File: config.mk
export PLATFORM = sky130hd
export DESIGN_NAME = mips_immediate_branch_memory_decode_core
export DESIGN_NICKNAME = d
export VERILOG_FILES = /design/src/design/mibmd_pkg.sv /design/src/design/mips_immediate_branch_memory_decode_core.sv
export SDC_FILE = /design/constraint.sdc
export NUM_CORES = 1
export LEC_CHECK = 0
export BUFFER_PORTS_ARGS = -buffer_cell sky130_fd_sc_hd__buf_2
export CAP_MARGIN = 0
export CORE_ASPECT_RATIO = 1.25
export CORE_MARGIN = 1
export CORE_UTILIZATION = 30
export CTS_CLUSTER_DIAMETER = 120
export CTS_CLUSTER_SIZE = 8
export DETAILED_ROUTE_END_ITERATION = 10
export GPL_ROUTABILITY_DRIVEN = 0
export SLEW_MARGIN = 15
export SYNTH_ARGS = -nofsm -noshare
export SYNTH_HDL_FRONTEND = slang
export SYNTH_SLANG_ARGS = --single-unit
File: constraint.sdc
create_clock -name clk -period 13.3 [get_ports clk]
set_clock_uncertainty 0.15 [all_clocks]
set_input_delay 1.33 -clock clk [delete_from_list [all_inputs] [get_ports clk]]
set_output_delay 1.33 -clock clk [all_outputs]
set_load 0.005 [all_outputs]
File: src/design/mibmd_pkg.sv
// ----------------------------------------------------------------------------
// mibmd_pkg
// Opcodes, action codes and pipeline control types shared by the immediate,
// branch and memory instruction decode core.
// ----------------------------------------------------------------------------
package mibmd_pkg;

    localparam int INSN_W   = 32;
    localparam int ADDR_W   = 32;
    localparam int DATA_W   = 64;
    localparam int ACTION_W = 4;
    localparam int REG_W    = 5;
    localparam int SIZE_W   = 3;

    // action classes
    localparam logic [ACTION_W-1:0] ACT_NONE    = 4'd0;
    localparam logic [ACTION_W-1:0] ACT_REG     = 4'd1;
    localparam logic [ACTION_W-1:0] ACT_BRANCH  = 4'd2;
    localparam logic [ACTION_W-1:0] ACT_JUMP    = 4'd3;
    localparam logic [ACTION_W-1:0] ACT_LOAD    = 4'd4;
    localparam logic [ACTION_W-1:0] ACT_STORE   = 4'd5;
    localparam logic [ACTION_W-1:0] ACT_FLOAD   = 4'd6;
    localparam logic [ACTION_W-1:0] ACT_FSTORE  = 4'd7;
    localparam logic [ACTION_W-1:0] ACT_HANDOFF = 4'd8;
    localparam logic [ACTION_W-1:0] ACT_ILLEGAL = 4'd9;

    // memory access sizes
    localparam logic [SIZE_W-1:0] SIZE_BYTE = 3'd0;
    localparam logic [SIZE_W-1:0] SIZE_HALF = 3'd1;
    localparam logic [SIZE_W-1:0] SIZE_WORD = 3'd2;
    localparam logic [SIZE_W-1:0] SIZE_DBL  = 3'd3;
    localparam logic [SIZE_W-1:0] SIZE_QUAD = 3'd4;

    // primary opcodes
    localparam logic [5:0] OP_SPECIAL = 6'h00;
    localparam logic [5:0] OP_REGIMM  = 6'h01;
    localparam logic [5:0] OP_J       = 6'h02;
    localparam logic [5:0] OP_JAL     = 6'h03;
    localparam logic [5:0] OP_BEQ     = 6'h04;
    localparam logic [5:0] OP_BNE     = 6'h05;
    localparam logic [5:0] OP_BLEZ    = 6'h06;
    localparam logic [5:0] OP_BGTZ    = 6'h07;
    localparam logic [5:0] OP_ADDI    = 6'h08;
    localparam logic [5:0] OP_ADDIU   = 6'h09;
    localparam logic [5:0] OP_SLTI    = 6'h0A;
    localparam logic [5:0] OP_SLTIU   = 6'h0B;
    localparam logic [5:0] OP_ANDI    = 6'h0C;
    localparam logic [5:0] OP_ORI     = 6'h0D;
    localparam logic [5:0] OP_XORI    = 6'h0E;
    localparam logic [5:0] OP_LUI     = 6'h0F;
    localparam logic [5:0] OP_COP0    = 6'h10;
    localparam logic [5:0] OP_COP1    = 6'h11;
    localparam logic [5:0] OP_BEQL    = 6'h14;
    localparam logic [5:0] OP_BNEL    = 6'h15;
    localparam logic [5:0] OP_DADDIU  = 6'h19;
    localparam logic [5:0] OP_MMI     = 6'h1C;
    localparam logic [5:0] OP_LQ      = 6'h1E;
    localparam logic [5:0] OP_SQ      = 6'h1F;
    localparam logic [5:0] OP_LB      = 6'h20;
    localparam logic [5:0] OP_LH      = 6'h21;
    localparam logic [5:0] OP_LW      = 6'h23;
    localparam logic [5:0] OP_LBU     = 6'h24;
    localparam logic [5:0] OP_LHU     = 6'h25;
    localparam logic [5:0] OP_LWU     = 6'h27;
    localparam logic [5:0] OP_SB      = 6'h28;
    localparam logic [5:0] OP_SH      = 6'h29;
    localparam logic [5:0] OP_SW      = 6'h2B;
    localparam logic [5:0] OP_CACHE   = 6'h2F;
    localparam logic [5:0] OP_LWC1    = 6'h31;
    localparam logic [5:0] OP_LD      = 6'h37;
    localparam logic [5:0] OP_SWC1    = 6'h39;
    localparam logic [5:0] OP_SD      = 6'h3F;

    // regimm rt codes
    localparam logic [4:0] RI_BLTZ = 5'h00;
    localparam logic [4:0] RI_BGEZ = 5'h01;

    // coprocessor rs codes
    localparam logic [4:0] COP_MF  = 5'h00;
    localparam logic [4:0] COP_MT  = 5'h04;
    localparam logic [4:0] COP_CO  = 5'h10;
    localparam logic [4:0] COP_FMT = 5'h14;

    localparam logic [REG_W-1:0] LINK_REG = 5'd31;

    typedef enum logic [3:0] {
        ALU_NONE,
        ALU_ADD32,
        ALU_DADD,
        ALU_SLT,
        ALU_SLTU,
        ALU_AND,
        ALU_OR,
        ALU_XOR,
        ALU_LUI,
        ALU_LINK
    } alu_op_t;

    typedef enum logic [2:0] {
        BR_LTZ,
        BR_GEZ,
        BR_EQ,
        BR_NE,
        BR_LEZ,
        BR_GTZ
    } br_op_t;

    typedef enum logic [1:0] {
        ST_NONE,
        ST_MASK,
        ST_QUAD
    } st_kind_t;

    typedef struct packed {
        logic [ACTION_W-1:0] action;
        alu_op_t             alu_op;
        br_op_t              br_op;
        logic                likely;
        logic                regw;
        logic [REG_W-1:0]    dest;
        logic [SIZE_W-1:0]   mem_size;
        logic                load_signed;
        st_kind_t            st_kind;
    } ctrl_t;

endpackage

File: src/design/mips_immediate_branch_memory_decode_core.sv
// ----------------------------------------------------------------------------
// mips_immediate_branch_memory_decode_core
// Decodes and executes one immediate, branch, jump or memory instruction per
// request and returns its action class, register write and memory fields.
// ----------------------------------------------------------------------------
// Usage:
//   input channel  in_valid / in_ready carries instruction, pc, rs_value,
//   rt_value and rt_value_upper; one request is taken per clock while in_ready is high
//   output channel out_valid / out_ready carries one result per request,
//   in request order
//   each request passes through the input capture, decode and execute
//   registers before out_valid rises for it
//   throughput: one request per cycle when not stalled, set by the three
//   register stages (input capture, decode with address adds, 64-bit execute)
//   each stage holds one request and moves on when the next one is free or
//   drains, so a stalled receiver fills the stages and then drops in_ready;
//   nothing is lost or repeated
//   reset (rst_n low, asynchronous) empties all stages; no other setup
// ----------------------------------------------------------------------------
module mips_immediate_branch_memory_decode_core (
    input  logic                           clk,
    input  logic                           rst_n,
    input  logic                           in_valid,
    output logic                           in_ready,
    input  logic [mibmd_pkg::INSN_W-1:0]   instruction,
    input  logic [mibmd_pkg::ADDR_W-1:0]   pc,
    input  logic [mibmd_pkg::DATA_W-1:0]   rs_value,
    input  logic [mibmd_pkg::DATA_W-1:0]   rt_value,
    input  logic [mibmd_pkg::DATA_W-1:0]   rt_value_upper,
    output logic                           out_valid,
    input  logic                           out_ready,
    output logic [mibmd_pkg::ACTION_W-1:0] action,
    output logic                           reg_write,
    output logic [mibmd_pkg::REG_W-1:0]    dest_reg,
    output logic [mibmd_pkg::DATA_W-1:0]   write_value,
    output logic                           branch_taken,
    output logic                           nullify_delay,
    output logic [mibmd_pkg::ADDR_W-1:0]   target_address,
    output logic [mibmd_pkg::ADDR_W-1:0]   mem_address,
    output logic [mibmd_pkg::SIZE_W-1:0]   mem_size,
    output logic                           load_signed,
    output logic [mibmd_pkg::DATA_W-1:0]   store_data,
    output logic [mibmd_pkg::DATA_W-1:0]   store_data_upper
);
    import mibmd_pkg::*;

    // stage valid bits and handshake
    logic s1_valid_reg, s2_valid_reg, s3_valid_reg;
    logic s1_ready, s2_ready, s3_ready;
    logic s1_load, s2_load, s3_load;

    // stage 1: captured request
    logic [INSN_W-1:0] s1_insn_reg;
    logic [ADDR_W-1:0] s1_pc_reg;
    logic [DATA_W-1:0] s1_rs_reg, s1_rt_reg, s1_rtu_reg;

    // stage 2: decoded request
    ctrl_t             s2_ctrl_reg, s2_ctrl_next;
    logic [15:0]       s2_imm_reg;
    logic [ADDR_W-1:0] s2_target_reg, s2_target_next;
    logic [ADDR_W-1:0] s2_maddr_reg, s2_maddr_next;
    logic [ADDR_W-1:0] s2_link_reg, s2_link_next;
    logic [DATA_W-1:0] s2_rs_reg, s2_rt_reg, s2_rtu_reg;

    // stage 3: result
    logic [ACTION_W-1:0] s3_action_reg;
    logic                s3_regw_reg;
    logic [REG_W-1:0]    s3_dest_reg;
    logic [DATA_W-1:0]   s3_wval_reg, s3_wval_next;
    logic                s3_taken_reg, s3_taken_next;
    logic                s3_null_reg, s3_null_next;
    logic [ADDR_W-1:0]   s3_target_reg;
    logic [ADDR_W-1:0]   s3_maddr_reg;
    logic [SIZE_W-1:0]   s3_size_reg;
    logic                s3_lsign_reg;
    logic [DATA_W-1:0]   s3_sdata_reg, s3_sdata_next;
    logic [DATA_W-1:0]   s3_supper_reg, s3_supper_next;

    assign s3_ready = !s3_valid_reg || out_ready;
    assign s2_ready = !s2_valid_reg || s3_ready;
    assign s1_ready = !s1_valid_reg || s2_ready;
    assign in_ready = s1_ready;

    assign s1_load = in_valid && s1_ready;
    assign s2_load = s1_valid_reg && s2_ready;
    assign s3_load = s2_valid_reg && s3_ready;

    always_ff @(posedge clk or negedge rst_n)
    begin
        if (!rst_n)
        begin
            s1_valid_reg <= 1'b0;
            s2_valid_reg <= 1'b0;
            s3_valid_reg <= 1'b0;
        end
        else
        begin
            if (s1_ready)
            begin
                s1_valid_reg <= in_valid;
            end
            if (s2_ready)
            begin
                s2_valid_reg <= s1_valid_reg;
            end
            if (s3_ready)
            begin
                s3_valid_reg <= s2_valid_reg;
            end
        end
    end

    // ------------------------------------------------------------------
    // stage 1 capture
    always_ff @(posedge clk)
    begin
        if (s1_load)
        begin
            s1_insn_reg <= instruction;
            s1_pc_reg   <= pc;
            s1_rs_reg   <= rs_value;
            s1_rt_reg   <= rt_value;
            s1_rtu_reg  <= rt_value_upper;
        end
    end

    // ------------------------------------------------------------------
    // decode
    logic [5:0]        d_op;
    logic [4:0]        d_rsf, d_rtf;
    logic [ADDR_W-1:0] d_imm32;
    logic [ADDR_W-1:0] d_pc4;
    logic [ADDR_W-1:0] d_br_target, d_j_target, d_addr;

    assign d_op        = s1_insn_reg[31:26];
    assign d_rsf       = s1_insn_reg[25:21];
    assign d_rtf       = s1_insn_reg[20:16];
    assign d_imm32     = {{16{s1_insn_reg[15]}}, s1_insn_reg[15:0]};
    assign d_pc4       = s1_pc_reg + 32'd4;
    assign d_br_target = d_pc4 + {d_imm32[29:0], 2'b00};
    assign d_j_target  = {d_pc4[31:28], s1_insn_reg[25:0], 2'b00};
    assign d_addr      = s1_rs_reg[31:0] + d_imm32;

    always_comb
    begin
        s2_ctrl_next   = '{action: ACT_NONE, alu_op: ALU_NONE, br_op: BR_EQ,
                           likely: 1'b0, regw: 1'b0, dest: '0, mem_size: SIZE_BYTE,
                           load_signed: 1'b0, st_kind: ST_NONE};
        s2_target_next = '0;
        s2_maddr_next  = '0;
        s2_link_next   = s1_pc_reg + 32'd8;

        if (s1_insn_reg != '0)
        begin
            unique case (d_op)
                OP_SPECIAL, OP_MMI:
                begin
                    s2_ctrl_next.action = ACT_HANDOFF;
                end
                OP_REGIMM:
                begin
                    if (d_rtf == RI_BLTZ || d_rtf == RI_BGEZ)
                    begin
                        s2_ctrl_next.action = ACT_BRANCH;
                        s2_ctrl_next.br_op  = (d_rtf == RI_BLTZ) ? BR_LTZ : BR_GEZ;
                        s2_target_next      = d_br_target;
                    end
                    else
                    begin
                        s2_ctrl_next.action = ACT_ILLEGAL;
                    end
                end
                OP_J:
                begin
                    s2_ctrl_next.action = ACT_JUMP;
                    s2_target_next      = d_j_target;
                end
                OP_JAL:
                begin
                    s2_ctrl_next.action = ACT_JUMP;
                    s2_ctrl_next.alu_op = ALU_LINK;
                    s2_ctrl_next.regw   = 1'b1;
                    s2_ctrl_next.dest   = LINK_REG;
                    s2_target_next      = d_j_target;
                end
                OP_BEQ, OP_BNE, OP_BLEZ, OP_BGTZ, OP_BEQL, OP_BNEL:
                begin
                    s2_ctrl_next.action = ACT_BRANCH;
                    s2_ctrl_next.likely = (d_op == OP_BEQL) || (d_op == OP_BNEL);
                    s2_target_next      = d_br_target;
                    priority case (d_op)
                        OP_BEQ, OP_BEQL: s2_ctrl_next.br_op = BR_EQ;
                        OP_BNE, OP_BNEL: s2_ctrl_next.br_op = BR_NE;
                        OP_BLEZ:         s2_ctrl_next.br_op = BR_LEZ;
                        default:         s2_ctrl_next.br_op = BR_GTZ;
                    endcase
                end
                OP_ADDI, OP_ADDIU, OP_SLTI, OP_SLTIU, OP_ANDI, OP_ORI, OP_XORI,
                OP_LUI, OP_DADDIU:
                begin
                    s2_ctrl_next.action = ACT_REG;
                    s2_ctrl_next.regw   = (d_rtf != '0);
                    s2_ctrl_next.dest   = d_rtf;
                    priority case (d_op)
                        OP_ADDI, OP_ADDIU: s2_ctrl_next.alu_op = ALU_ADD32;
                        OP_SLTI:           s2_ctrl_next.alu_op = ALU_SLT;
                        OP_SLTIU:          s2_ctrl_next.alu_op = ALU_SLTU;
                        OP_ANDI:           s2_ctrl_next.alu_op = ALU_AND;
                        OP_ORI:            s2_ctrl_next.alu_op = ALU_OR;
                        OP_XORI:           s2_ctrl_next.alu_op = ALU_XOR;
                        OP_LUI:            s2_ctrl_next.alu_op = ALU_LUI;
                        default:           s2_ctrl_next.alu_op = ALU_DADD;
                    endcase
                end
                OP_COP0:
                begin
                    if (d_rsf == COP_MF || d_rsf == COP_MT || d_rsf == COP_CO)
                    begin
                        s2_ctrl_next.action = ACT_HANDOFF;
                    end
                    else
                    begin
                        s2_ctrl_next.action = ACT_ILLEGAL;
                    end
                end
                OP_COP1:
                begin
                    if (d_rsf == COP_MF || d_rsf == COP_MT || d_rsf == COP_CO ||
                        d_rsf == COP_FMT)
                    begin
                        s2_ctrl_next.action = ACT_HANDOFF;
                    end
                    else
                    begin
                        s2_ctrl_next.action = ACT_ILLEGAL;
                    end
                end
                OP_LQ, OP_LB, OP_LH, OP_LW, OP_LBU, OP_LHU, OP_LWU, OP_LD:
                begin
                    s2_ctrl_next.action      = ACT_LOAD;
                    s2_ctrl_next.dest        = d_rtf;
                    s2_ctrl_next.load_signed = (d_op == OP_LB) || (d_op == OP_LH) ||
                                               (d_op == OP_LW);
                    s2_maddr_next            = d_addr;
                    priority case (d_op)
                        OP_LQ:          s2_ctrl_next.mem_size = SIZE_QUAD;
                        OP_LB, OP_LBU:  s2_ctrl_next.mem_size = SIZE_BYTE;
                        OP_LH, OP_LHU:  s2_ctrl_next.mem_size = SIZE_HALF;
                        OP_LW, OP_LWU:  s2_ctrl_next.mem_size = SIZE_WORD;
                        default:        s2_ctrl_next.mem_size = SIZE_DBL;
                    endcase
                end
                OP_SB, OP_SH, OP_SW, OP_SD:
                begin
                    s2_ctrl_next.action  = ACT_STORE;
                    s2_ctrl_next.st_kind = ST_MASK;
                    s2_maddr_next        = d_addr;
                    priority case (d_op)
                        OP_SB:   s2_ctrl_next.mem_size = SIZE_BYTE;
                        OP_SH:   s2_ctrl_next.mem_size = SIZE_HALF;
                        OP_SW:   s2_ctrl_next.mem_size = SIZE_WORD;
                        default: s2_ctrl_next.mem_size = SIZE_DBL;
                    endcase
                end
                OP_SQ:
                begin
                    s2_ctrl_next.action   = ACT_STORE;
                    s2_ctrl_next.st_kind  = ST_QUAD;
                    s2_ctrl_next.mem_size = SIZE_QUAD;
                    s2_maddr_next         = d_addr;
                end
                OP_LWC1, OP_SWC1:
                begin
                    s2_ctrl_next.action   = (d_op == OP_LWC1) ? ACT_FLOAD : ACT_FSTORE;
                    s2_ctrl_next.dest     = d_rtf;
                    s2_ctrl_next.mem_size = SIZE_WORD;
                    s2_maddr_next         = d_addr;
                end
                OP_CACHE:
                begin
                    s2_ctrl_next.action = ACT_NONE;
                end
                default:
                begin
                    s2_ctrl_next.action = ACT_ILLEGAL;
                end
            endcase
        end
    end

    always_ff @(posedge clk)
    begin
        if (s2_load)
        begin
            s2_ctrl_reg   <= s2_ctrl_next;
            s2_imm_reg    <= s1_insn_reg[15:0];
            s2_target_reg <= s2_target_next;
            s2_maddr_reg  <= s2_maddr_next;
            s2_link_reg   <= s2_link_next;
            s2_rs_reg     <= s1_rs_reg;
            s2_rt_reg     <= s1_rt_reg;
            s2_rtu_reg    <= s1_rtu_reg;
        end
    end

    // ------------------------------------------------------------------
    // execute
    logic [DATA_W-1:0] e_imm64, e_zimm64, e_dsum;
    logic [ADDR_W-1:0] e_sum32;
    logic              e_cond;

    assign e_imm64  = {{(DATA_W-16){s2_imm_reg[15]}}, s2_imm_reg};
    assign e_zimm64 = {{(DATA_W-16){1'b0}}, s2_imm_reg};
    assign e_dsum   = s2_rs_reg + e_imm64;
    assign e_sum32  = s2_rs_reg[31:0] + e_imm64[31:0];

    always_comb
    begin
        unique case (s2_ctrl_reg.alu_op)
            ALU_NONE:  s3_wval_next = '0;
            ALU_ADD32: s3_wval_next = {{(DATA_W-32){e_sum32[31]}}, e_sum32};
            ALU_DADD:  s3_wval_next = e_dsum;
            ALU_SLT:   s3_wval_next = {{(DATA_W-1){1'b0}},
                                       ($signed(s2_rs_reg) < $signed(e_imm64))};
            ALU_SLTU:  s3_wval_next = {{(DATA_W-1){1'b0}}, (s2_rs_reg < e_imm64)};
            ALU_AND:   s3_wval_next = s2_rs_reg & e_zimm64;
            ALU_OR:    s3_wval_next = s2_rs_reg | e_zimm64;
            ALU_XOR:   s3_wval_next = s2_rs_reg ^ e_zimm64;
            ALU_LUI:   s3_wval_next = {{(DATA_W-32){s2_imm_reg[15]}}, s2_imm_reg, 16'h0000};
            ALU_LINK:  s3_wval_next = {{(DATA_W-32){1'b0}}, s2_link_reg};
            default:   s3_wval_next = '0;
        endcase
    end

    always_comb
    begin
        unique case (s2_ctrl_reg.br_op)
            BR_LTZ:  e_cond = s2_rs_reg[DATA_W-1];
            BR_GEZ:  e_cond = !s2_rs_reg[DATA_W-1];
            BR_EQ:   e_cond = (s2_rs_reg == s2_rt_reg);
            BR_NE:   e_cond = (s2_rs_reg != s2_rt_reg);
            BR_LEZ:  e_cond = s2_rs_reg[DATA_W-1] || (s2_rs_reg == '0);
            BR_GTZ:  e_cond = !s2_rs_reg[DATA_W-1] && (s2_rs_reg != '0);
            default: e_cond = 1'b0;
        endcase
    end

    always_comb
    begin
        s3_taken_next = 1'b0;
        s3_null_next  = 1'b0;
        if (s2_ctrl_reg.action == ACT_JUMP)
        begin
            s3_taken_next = 1'b1;
        end
        else if (s2_ctrl_reg.action == ACT_BRANCH)
        begin
            s3_taken_next = e_cond;
            s3_null_next  = s2_ctrl_reg.likely && !e_cond;
        end
    end

    always_comb
    begin
        s3_sdata_next  = '0;
        s3_supper_next = '0;
        unique case (s2_ctrl_reg.st_kind)
            ST_NONE:
            begin
                s3_sdata_next = '0;
            end
            ST_MASK:
            begin
                priority case (s2_ctrl_reg.mem_size)
                    SIZE_BYTE: s3_sdata_next = {{(DATA_W-8){1'b0}}, s2_rt_reg[7:0]};
                    SIZE_HALF: s3_sdata_next = {{(DATA_W-16){1'b0}}, s2_rt_reg[15:0]};
                    SIZE_WORD: s3_sdata_next = {{(DATA_W-32){1'b0}}, s2_rt_reg[31:0]};
                    default:   s3_sdata_next = s2_rt_reg;
                endcase
            end
            ST_QUAD:
            begin
                s3_sdata_next  = s2_rt_reg;
                s3_supper_next = s2_rtu_reg;
            end
            default:
            begin
                s3_sdata_next = '0;
            end
        endcase
    end

    always_ff @(posedge clk)
    begin
        if (s3_load)
        begin
            s3_action_reg <= s2_ctrl_reg.action;
            s3_regw_reg   <= s2_ctrl_reg.regw;
            s3_dest_reg   <= s2_ctrl_reg.dest;
            s3_wval_reg   <= s3_wval_next;
            s3_taken_reg  <= s3_taken_next;
            s3_null_reg   <= s3_null_next;
            s3_target_reg <= s2_target_reg;
            s3_maddr_reg  <= s2_maddr_reg;
            s3_size_reg   <= s2_ctrl_reg.mem_size;
            s3_lsign_reg  <= s2_ctrl_reg.load_signed;
            s3_sdata_reg  <= s3_sdata_next;
            s3_supper_reg <= s3_supper_next;
        end
    end

    assign out_valid        = s3_valid_reg;
    assign action           = s3_action_reg;
    assign reg_write        = s3_regw_reg;
    assign dest_reg         = s3_dest_reg;
    assign write_value      = s3_wval_reg;
    assign branch_taken     = s3_taken_reg;
    assign nullify_delay    = s3_null_reg;
    assign target_address   = s3_target_reg;
    assign mem_address      = s3_maddr_reg;
    assign mem_size         = s3_size_reg;
    assign load_signed      = s3_lsign_reg;
    assign store_data       = s3_sdata_reg;
    assign store_data_upper = s3_supper_reg;

`ifndef ASSERT_OFF
    // stage 2 keeps its request while stage 3 is full and not being drained
    a_s2_hold: assert property (@(posedge clk) disable iff (!rst_n)
        s2_valid_reg && !s3_ready |=> s2_valid_reg)
        else $error("stage 2 request dropped under stall");

    // nullify only on a not-taken branch
    a_null_branch: assert property (@(posedge clk) disable iff (!rst_n)
        out_valid && nullify_delay |-> action == ACT_BRANCH && !branch_taken)
        else $error("nullify outside a not-taken branch");

    // redirects come only from branches and jumps, and jumps always redirect
    a_taken_class: assert property (@(posedge clk) disable iff (!rst_n)
        out_valid && branch_taken |-> action == ACT_BRANCH || action == ACT_JUMP)
        else $error("redirect from a non-branch");

    a_jump_taken: assert property (@(posedge clk) disable iff (!rst_n)
        out_valid && action == ACT_JUMP |-> branch_taken)
        else $error("jump not taken");

    // register writes only from alu ops and jal link
    a_regw_class: assert property (@(posedge clk) disable iff (!rst_n)
        out_valid && reg_write |-> action == ACT_REG || action == ACT_JUMP)
        else $error("register write from wrong class");
`endif

endmodule
==> results of run 1 <==
[power breakdown]
group | internal [mW] | leakage (nW) | switching (mW)
Clock | 1.58 | 1.54 | 1.13
Sequential | 3.34 | 8.45 | 0.205
Combinational | 0.401 | 8.28 | 0.709
Total | 5.32 | 18.3 | 2.05
[synth_stat cells, types with 61 or more instances]
| master | number |
|---|---|
| a21oi_1 | 176 |
| and2_1 | 143 |
| clkbuf_1 | 90 |
| edfxtp_1 | 856 |
| ha_1 | 219 |
| inv_1 | 119 |
| nand2_1 | 154 |
| nor2_1 | 171 |
| nor4_1 | 61 |
| o21ai_0 | 158 |
| xnor2_1 | 96 |
| xor2_1 | 118 |
[area by class of cell]
class	instances	share of cell area
Multi-Input combinational cell	1864	0.274
Inverter	120	0.00961
Tap cell	1725	0.0453
Antenna cell	14	0.000735
Timing Repair Buffer	557	0.0603
Sequential cell	863	0.543
Clock buffer	132	0.0635
Clock inverter	9	0.00323
[metal layers]
| layer | up-vias | global-route usage | share of wire |
|---|---|---|---|
| met5 | - | 0 | 0.00026 |
| met4 | 6 | 0.102 | 0.051 |
| met3 | 276 | 0.0421 | 0.079 |
| met2 | 1331 | 0.324 | 0.48 |
| met1 | 13106 | 0.235 | 0.39 |
| li1 | 12214 | - | - |
[worst max-delay path by stage]
stage                  from                 to  slack (ps)  cells past startpoint
4_1_cts        s1_pc_reg[2]  s2_target_reg[31]        8720                     15
3_5_place_dp      out_ready      s2_rs_reg[31]        8580                      6
6_report       s1_pc_reg[2]  s2_target_reg[31]        8650                     15
2_1_floorplan     out_ready     s2_ctrl_reg[0]        3580                      3
3_3_place_gp      out_ready      s2_rt_reg[19]        8640                      6
5_1_grt        s1_pc_reg[3]  s2_target_reg[31]        8320                     18
[metrics by stage]
step	instance area (um2)	setup WS (ps)	hold slack, ps
after floorplan	39700	3580	250
after global placement	44400	8640	250
after detailed placement	44400	8580	255
after CTS	47600	8720	145
after global routing	47600	8320	183
final	47600	8650	201
[critical path, stage by stage (launching register included)]
cell and delay (ps):
edfxtp_1 710, ha_1 310, nand2_1 110, or2_2 380, xnor2_1 190, ha_1 360, and4_1 230, and2_1 170
nand3_1 100, o21ai_0 300, nand2_1 130, a311oi_1 630, a211oi_1 180, xor2_1 190, a21oi_1 170, o22ai_1 100
[logic make-up after synthesis]
logic type,after synthesis,share of synthesized area
flip-flops,863,0.652
AND/OR/NAND/NOR,782,0.102
AO/OA/AOI/OAI,638,0.106
adder cells (fa/ha/maj),222,0.0706
buffers and inverters,217,0.0209
XOR/XNOR,214,0.0472
multiplexers,8,0.00208
==> impl_metrics.tcl, run 1 <==
set metrics [dict create \
    synth_seq_cells 863 \
    mostFrequentLayoutCells "edfxtp_1 (856), buf_2 (533), ha_1 (218)" \
    ant_nets 0 \
    p_per_area_nw_per_um2 155 \
    setup_tns_ps 0 \
    portBuffers 533 \
    crit_path_start_kind "flop" \
    cts_setup_buffers 0 \
    numCtsBuffers 118 \
    clock_latency_ps 760 \
    cts_sinks 863 \
    io_pins 534 \
    multi_input_area_um2 13100 \
    viasPerCell 5.10 \
    tritoncts "built" \
    required_ps 13640 \
    first_pass_iters 7 \
    timing.final.crit_period_ps 4650 \
    reg2reg_to "s2_target_reg[31]" \
    rsz0062_at_grt "false" \
    filler_cell_count 12688 \
    die_y_um 409 \
    yosysWarnings 0 \
    fmax_ghz 0.215 \
    clk_root_buffer_cell "clkbuf_16" \
    dp_cells 5129 \
    layout_commonest_cell "edfxtp_1" \
    clk_path_buf_depth 3 \
    netlist.area_leader.share 0.648 \
    slew_headroom 0.174 \
    max-cap-violations 0 \
    worstSetupPathType "flop to flop" \
    mappedNetlistNets 3426 \
    critPathMaxFanout 16 \
    core.rowCount 148 \
    fin_cells 5284 \
    holdPathEnd "s2_rs_reg[36]" \
    reg2reg_from "s1_pc_reg[2]" \
    ff2ff_setup_slack_ps 8650 \
    power_mw 7.37 \
    synthArstFlopShare 0.00348 \
    grt_pass1_wl_mm 185 \
    hold_start "s1_rs_reg[36]" \
    drc_errors 0 \
    arrival_ps 4990 \
    antenna_found_initial 30 \
    syn-mean-instance-area_um2 13.5 \
    worstHoldPathCells 0 \
    post-route-util 0.364 \
    regArea_um2 25900 \
    cts-htree-levels 3 \
    wl_per_cell_um 25.2 \
    tightest_slew_ps 1240 \
    hold_viol_final 0 \
    synthDistinctLibCells 89 \
    num-nets-final 4006 \
    synth_edf_count 856 \
    synth_cells 2944 \
    ff2ff_path_depth 15 \
    num_vias 26933 \
    synth_area_um2 39700 \
    ys.flop_type "edfxtp_1" \
    grt_start_max_net_pins 150 \
    area_delta_synth_final_pct 20.0 \
    overflow 0 \
    die_w_um 327 \
    report.final.slew_viol_count 0 \
    drive_gt1_frac 0.205 \
    fin_crit_sh 0.350 \
    die-area_um2 134000 \
    ir_drop_v 0.000110 \
    seq_area_frac_synth 0.652 \
    grt_util_all_layers 0.195 \
    hold_class "flop to flop" \
    drtIter0Drc 2906 \
    setup_viol 0 \
    worstSetupEndpointType "flop" \
    start_util 0.304 \
    grt_pass1_vias 26196 \
    yosys-top-cells-area "edfxtp_1 (65%), ha_1 (6.9%), xor2_1 (2.6%)" \
    post-dp-hpwl_mm 99.2 \
    p_leak_nw 18.3 \
    wl_mm 133 \
    path_clk_slew_ps 60 \
    core_region_area_um2 131000 \
    cts_resized 0 \
    hold_buffers 0 \
    status "completed" \
    synth_top_cell_by_area "edfxtp_1" \
]
(Power assumes the default switching activity.)
==> inputs of run 2 (changes only) <==
Clock period 13.3 ns to 4.79 ns, I/O delays scaled along.
==> impl_metrics.tcl, run 2 (synthesis results as in run 1) <==
set metrics [dict create \
    status "completed" \
    die-area_um2 134000 \
    setup_viol 0 \
    mostFrequentLayoutCells "edfxtp_1 (856), buf_2 (533), dlygate4sd3_1 (261)" \
    crit_chain "and4_1 -> nand3_1 -> nor4_2 -> nor2b_1 -> and3_1 -> nand2_1 -> xnor2_1 -> ha_1 -> a21o_1 -> a21o_1 -> a21o_1 -> a21o_1 -> a21o_1 -> a21o_1 -> a21oi_1 -> nand2_1 -> xnor2_1 -> o21ai_0" \
    grt_start_max_net_pins 77 \
    required_ps 5110 \
    multi_input_area_um2 13400 \
    crit_path_start_kind "flop" \
    report.final.slew_viol_count 0 \
    overflow 0 \
    clock_latency_ps 750 \
    filler_cell_count 12443 \
    timing.final.crit_period_ps 4430 \
    die_w_um 327 \
    p_per_area_nw_per_um2 408 \
    path_clk_slew_ps 60 \
    wl_per_cell_um 24.8 \
    area_delta_synth_final_pct 28.5 \
    rsz0062_at_grt "false" \
    power_mw 20.8 \
    cts-htree-levels 3 \
    setup_tns_ps 0 \
    crit_path_frequent_cell "a21o_1" \
    max-cap-violations 0 \
    clk_path_buf_depth 3 \
    num-nets-final 4309 \
    drtIter0Drc 2588 \
    clk_root_buffer_cell "clkbuf_16" \
    critPathMaxStageDelay_ps 440 \
    first_pass_iters 9 \
    tightest_slew_ps 1250 \
    dpl_cell_area_um2 45200 \
    holdWs_ps 257 \
    ir_drop_v 0.000297 \
    start_util 0.304 \
    drive_gt1_frac 0.209 \
    setup_slack_ps 358 \
    ant_nets 0 \
    grt_pass1_vias 27940 \
    hold_viol_final 0 \
    cts_sinks 863 \
    layout_commonest_cell "edfxtp_1" \
    dpl_worst_slack_ps 419 \
    core.rowCount 148 \
    antenna_found_initial 11 \
    fmax_ghz 0.226 \
    post-dp-hpwl_mm 103 \
    critPathMaxFanout 5 \
    cpMaxStageDelayCell "edfxtp_1" \
    post-route-util 0.390 \
    fin_crit_sh 0.925 \
    hold_class "flop to flop" \
    portBuffers 533 \
    fin_cells 5580 \
    num_vias 28098 \
    drc_errors 0 \
    arrival_ps 4750 \
    worstSetupEndpointType "flop" \
    numCtsBuffers 118 \
    final_area_um2 51000 \
    grt_pass1_wl_mm 194 \
    ff2ff_setup_slack_ps 360 \
    dp_cells 5171 \
    tritoncts "built" \
    wl_mm 138 \
    grt_util_all_layers 0.202 \
    regArea_um2 25900 \
    die_y_um 409 \
    io_pins 534 \
    slew_headroom 0.164 \
    viasPerCell 5.04 \
    core_region_area_um2 131000 \
    worstSetupPathType "flop to flop" \
    cts_resized 0 \
    p_leak_nw 19.6 \
]
==> run 2: cell types whose count changed in the layout (fill, tap and decap cells not counted), sizes merged <==
cell	previous run	this run
dlygate4sd3	0	261
buf	557	599
diode	14	6
inv	122	119
clkbuf	132	134
clkinv	6	7
clkinvlp	1	2
==> run 2: final timing paths <==
path / from / to / cells after the start
setup / recovery: s1_pc_reg[8] / s2_target_reg[30] / 18
hold / removal: s1_rt_reg[3] / s2_rt_reg[3] / 0
setup reg to reg: s1_pc_reg[8] / s2_target_reg[30] / 18
hold reg to reg: s1_rt_reg[3] / s2_rt_reg[3] / 0
max in group asynchronous: rst_n / out_valid / 3
min in group asynchronous: rst_n / s1_valid_reg / 3
==> run 2: critical path: cells and delay by family (launching register included) <==
kind,cells,cell delay [ps]
AOI/OAI and AO/OA,8,1290
adders and majority gates,1,350
and+or+nand+nor,7,1680
xor gates and xnor gates,2,260
DFF,1,440
==> run 2: what timing repair did <==
action,CTS,global route
setup buffers,0,0
endpoints found under the hold margin,265,0
hold buffers,261,0
==> run 2: area by class of cell <==
| class | instances | area share |
|---|---|---|
| clock inverters | 8 | 0.00289 |
| multi-input cells | 1864 | 0.263 |
| diodes | 6 | 0.000294 |
| well taps | 1725 | 0.0423 |
| inverters | 120 | 0.00898 |
| flip-flops and latches | 863 | 0.507 |
| repair buffers | 860 | 0.116 |
| clock buffers | 134 | 0.0595 |
==> run 2: metal layers <==
layer  track usage  share of wire
met4        0.0904          0.044
met5             0        0.00017
met1         0.241           0.39
met2         0.347           0.49
met3        0.0411          0.069
==> run 2: where the power goes <==
group	switching [mW]	total, mW	internal [mW]	leakage (nW)
logic	2.10	3.47	1.37	9.64
clock network	3.14	7.53	4.39	1.55
registers	0.556	9.81	9.26	8.45
total	5.80	20.8	15.0	19.6
